### src/sfsa_pkg.sv
`timescale 1ns / 1ps
// ----------------------------------------------------------------------------
// sfsa_pkg
// Shared types and constants of the spring force scatter accumulator.
// ----------------------------------------------------------------------------
package sfsa_pkg;

  // Item kinds.
  typedef enum logic [1:0] {
    KIND_LOAD   = 2'd0,
    KIND_SPRING = 2'd1,
    KIND_READ   = 2'd2,
    KIND_NONE   = 2'd3
  } kind_t;

  // Sequencer states.
  typedef enum logic [4:0] {
    ST_CLEAR,
    ST_IDLE,
    ST_RD_A,
    ST_RD_B,
    ST_DIFF,
    ST_SQ,
    ST_SQ_ACC,
    ST_SQRT,
    ST_DEF,
    ST_ST_MUL,
    ST_ST_SCALE,
    ST_K_MUL,
    ST_K_HOLD,
    ST_P_LO,
    ST_P_HI,
    ST_P_SUM,
    ST_DIV,
    ST_FA_RD,
    ST_FA_WR,
    ST_FB_RD,
    ST_FB_WR,
    ST_OUT
  } state_t;

  // Divider geometry: numerator k*|def|*|d|, divisor len*256, quotient force.
  localparam int NUM_W     = 98;
  localparam int DEN_W     = 41;
  localparam int QUO_W     = 58;
  localparam int DIV_CNT_W = 7;

  typedef struct packed {
    logic busy;
    logic done;
  } div_status_t;

endpackage

### src/sfsa_divider.sv
`timescale 1ns / 1ps
// ----------------------------------------------------------------------------
// sfsa_divider
// Restoring unsigned divider, one quotient bit per cycle.
// ----------------------------------------------------------------------------
module sfsa_divider (
  input  logic                         clk,
  input  logic                         rst,
  input  logic                         start,
  input  logic [sfsa_pkg::NUM_W-1:0]   num,
  input  logic [sfsa_pkg::DEN_W-1:0]   den,
  output sfsa_pkg::div_status_t        status,
  output logic [sfsa_pkg::QUO_W-1:0]   quot
);

  logic [sfsa_pkg::DEN_W-1:0]     rem;
  logic [sfsa_pkg::DEN_W-1:0]     den_q;
  logic [sfsa_pkg::NUM_W-1:0]     qn;
  logic [sfsa_pkg::DIV_CNT_W-1:0] cnt;
  logic                           busy;
  logic                           done;
  logic [sfsa_pkg::DEN_W:0]       trial;
  logic                           ge;

  assign trial = {rem, qn[sfsa_pkg::NUM_W-1]};
  assign ge    = trial >= {1'b0, den_q};

  always_ff @(posedge clk) begin
    if (rst) begin
      busy <= 1'b0;
      done <= 1'b0;
      cnt  <= '0;
    end else begin
      done <= 1'b0;
      if (start) begin
        busy <= 1'b1;
        cnt  <= sfsa_pkg::DIV_CNT_W'(sfsa_pkg::NUM_W);
      end else if (busy) begin
        cnt <= cnt - 1'b1;
        if (cnt == sfsa_pkg::DIV_CNT_W'(1)) begin
          busy <= 1'b0;
          done <= 1'b1;
        end
      end
    end
  end

  // The remainder always stays below the divisor, so it fits DEN_W bits.
  always_ff @(posedge clk) begin
    if (start) begin
      rem   <= '0;
      qn    <= num;
      den_q <= den;
    end else if (busy) begin
      rem <= ge ? sfsa_pkg::DEN_W'(trial - {1'b0, den_q}) : trial[sfsa_pkg::DEN_W-1:0];
      qn  <= {qn[sfsa_pkg::NUM_W-2:0], ge};
    end
  end

  assign status.busy = busy;
  assign status.done = done;
  assign quot        = qn[sfsa_pkg::QUO_W-1:0];

endmodule

### config.mk
export PLATFORM = sky130hd
export DESIGN_NAME = sfsa_divider
export DESIGN_NICKNAME = d
export VERILOG_FILES = /design/src/sfsa_pkg.sv /design/src/sfsa_divider.sv
export SDC_FILE = /design/constraint.sdc
export NUM_CORES = 1
export LEC_CHECK = 0
export BUFFER_PORTS_ARGS = -buffer_cell sky130_fd_sc_hd__buf_2
export CORE_MARGIN = 2
export CORE_UTILIZATION = 30
export DETAILED_ROUTE_END_ITERATION = 7
export PLACE_DENSITY_LB_ADDON = 0.3
export SYNTH_ARGS = -nofsm -noshare
export SYNTH_HDL_FRONTEND = slang
export SYNTH_SLANG_ARGS = --single-unit
### constraint.sdc
create_clock -name clk -period 4.15 [get_ports clk]
set_clock_uncertainty 0.05 [all_clocks]
set_input_delay 0.6225 -clock clk [delete_from_list [all_inputs] [get_ports clk]]
set_output_delay 0.6225 -clock clk [all_outputs]
set_load 0.05 [all_outputs]
==> metrics.txt <==
Die Ht=191.8 microns; total wire length=25580 microns; crit-path max FO=30; share of the synthesized area in the top cell type=between 30% and 40%; clk_lat worst skew=0.45 ns; slew margin rel.=between 40% and 50%; Seq cells post-synth=between 150 and 200; Vias=between 7000 and 8000; layout cell share with drive strength beyond 1=around a third; Worst-path clk slew=around 0.090 ns; top_reg_cell synth=edfxtp_1; VDD IR max=between 0.0003 and 0.0004 V; Leak=5.001 nW; Final nets=roughly 1300; first-pass GRT wire length=between 40000 and 50000 microns; vias in the first global route=approximately 7600; Core Footprint=between 30000 and 40000 sq um; Final ANT Viol Nets=0; I/O pin total=about 200; worst path buffer plus inverter count=3; TritonRoute pass-1 iters=5; Syn-to-layout area delta=15.50%; Slew @ Worst Pin=0.8823 ns; htree depth=4; WP data required=between 4 and 5 ns; Critical Path Slowest Stage Cell=a21o_2; HP Class=in -> reg; GPL Wtd Cong=0.8296; syn nets=1135; clock buffer depth=2; minimum clock period=about 3.6 ns; Port Buffers=201; Yosys warning total=0; cts bufs inserted=17; Min Hold Slack=0.2921 ns; # clock sinks=189; Slowest Stage Delay on Critical Path=~0.50 ns; Starting DRT DRC Count=approximately 460; Final setup viols=0; wire length per cell=roughly 17 microns; final worst slack=0.5357 ns; die area=36800 sq um; GRT overflow=0; Die W=approximately 190 microns; Resize count post-CTS=0; register area share after synthesis=between 40 and 50%; PwrDens=around 450 nW/um^2; CP cell instances=inv_1 > ha_1 > inv_1 > fa_1 > a21oi_1 > o21ai_0 > a21oi_2 > o31ai_4 > o21ai_2 > o21ai_2 > a21o_2 > buf_12 > mux2i_1 > a211oi_1; number of synthesized flops with an enable pin=139; Max Slew Vio Count=0; max-cap viol count=0; RSZ-0062 raised after global routing=false; Setup Fix Bufs, Post-CTS=0; WP data arrival=around 4 ns; Setup CP Type=reg -> reg; Max Freq=276.7 MHz; Root Driver=clkbuf_16; status=completed; Mean Syn Cell Area=11.15 sq um; Synth cell types=approximately 70; CTS Hold Bufs=0; Syn Inst Count=949; final period utilization=around 87%; leading area contributor after synthesis=edfxtp_1; final hold violation count=0; vias per cell=between 4 and 5; CTS tree=built; GR Util All Layers=14.11%; Worst path top cell family by delay=compound AO/OA/AOI/OAI gates; Synth Cell Area=between 10000 and 15000 sq um; # DRC=0; async set or reset register ratio after synthesis=0%; row count=slightly below 70; CP endpoint kind=register; Starting Density=30.56%; top cells by area, synth=edfxtp_1, mux2_2, dfxtp_1, ha_1, buf_4; Critical Path Start Type=register; Placement Setup Slack=about 0.58 ns; Final HPWL DP=18550 microns; largest net degree at the start of global routing=~130; setup_tns=0 ns; antenna violations before repair=11
==> area by class of cell <==
class                           count  area, sq um
Antenna cell                        5        12.51
Clock buffer                       17        425.4
Clock inverter                     15        214.0
Fill cell                        3453        22400
Inverter                           56        210.2
Multi-Input combinational cell    598         4522
Sequential cell                   189         5176
Tap cell                          455        569.3
Timing Repair Buffer              207         1095
==> per-layer routing <==
metal	GRT usage [%]	share of wire, %	vias up
li1	-	-	3674
met5	0	0.25	-
met3	5.792	8.4	22
met2	22.58	46	206
met1	17.65	45	3568
met4	3.432	0.80	10
==> layout by cell type (no fill, tap or decap), types with 5 or more instances in the layout <==
| cell | Yosys | routed |
|---|---|---|
| o21ai_0 | 24 | 24 |
| nand3_1 | 16 | 16 |
| nor3_1 | 11 | 11 |
| nand4_1 | 14 | 14 |
| inv_1 | 56 | 56 |
| o21bai_1 | 9 | 9 |
| clkinv_8 | 0 | 6 |
| a211oi_1 | 33 | 33 |
| a311oi_1 | 7 | 7 |
| mux2i_1 | 27 | 27 |
| nor2_1 | 71 | 71 |
| nand2b_1 | 5 | 5 |
| a21oi_1 | 58 | 58 |
| and3_1 | 5 | 5 |
| edfxtp_1 | 139 | 139 |
| dfxtp_1 | 50 | 49 |
| or3_1 | 5 | 5 |
| nand2_1 | 46 | 45 |
| clkbuf_16 | 0 | 17 |
| buf_2 | 5 | 200 |
| a21o_1 | 14 | 13 |
| ha_1 | 43 | 43 |
| xnor2_1 | 17 | 17 |
| mux2_2 | 98 | 98 |
| xor2_1 | 21 | 21 |
| a31oi_1 | 7 | 7 |
| diode_2 | 0 | 5 |
| o211ai_1 | 5 | 5 |
==> logic make-up (layout without fill, tap and decap cells) <==
kind of cell / count (synthesis) / in the layout / share of synthesized area (%)
xor gates and xnor gates: 38 / 38 / 3.145
and+or+nand+nor: 194 / 194 / 8.713
AOI/OAI and AO/OA: 197 / 197 / 12.53
DFF: 189 / 189 / 48.89
adders and majority gates: 44 / 44 / 5.273
other: 0 / 5 / 0
buffers and inverters: 162 / 295 / 8.464
muxes: 125 / 125 / 12.98
==> worst reg2reg max path, delay by kind of cell (launching register included) <==
family                     cells  cell delay (ns)
buffers and inverters          3             0.45
DFF                            1             0.41
AOI/OAI and AO/OA              8             1.92
adders and majority gates      2             0.55
muxes                          1             0.14
==> registers in the layout, indices dropped and copies added, names as in the netlist <==
| name | count |
|---|---|
| rem | 41 |
| busy | 1 |
| den_q | 41 |
| qn | 98 |
| cnt | 7 |
| done | 1 |
==> through the flow <==
stage	util [%]	power [W]	cell area, sq um	instances
floorplan	-	0.003478	10580	949
global placement	33.42	0.003724	11570	1505
detailed placement	33.42	0.003733	11570	1505
CTS	35.27	0.005529	12210	1537
global route	35.28	0.005724	12220	1539
finish	35.30	0.005457	12220	1542
==> Yosys cell counts (5+ instances only) <==
cell	instances
o211ai_1	5
ha_1	43
nand3_1	16
and3_1	5
nor3_1	11
buf_2	5
nand2b_1	5
xnor2_1	17
mux2_2	98
a21oi_1	58
nor2_1	71
buf_4	61
mux2i_1	27
a311oi_1	7
or3_1	5
a31oi_1	7
nand2_1	46
o21bai_1	9
o21ai_0	24
a211oi_1	33
edfxtp_1	139
a21o_1	14
inv_1	56
dfxtp_1	50
clkbuf_1	33
nand4_1	14
xor2_1	21
==> where the power goes <==
group / internal, W / switching [W] / total (W)
clock: 0.000847 / 0.000921 / 0.00177
combinational: 0.000507 / 0.000843 / 0.00135
sequential: 0.00224 / 0.0000983 / 0.00234
total: 0.00359 / 0.00186 / 0.00546
==> worst paths after layout <==
check,startpoint,end,slack (ns),cells past startpoint
max,qn[97]$_DFFE_PP_,rem[22]$_SDFFE_PP0P_,0.54,14
max reg2reg,qn[97]$_DFFE_PP_,rem[22]$_SDFFE_PP0P_,0.54,14
min reg2reg,rem[2]$_SDFFE_PP0P_,rem[2]$_SDFFE_PP0P_,0.45,2
min,den[30],den_q[30]$_DFFE_PP_,0.29,1
No activity file was read; power rests on OpenSTA's default activity.
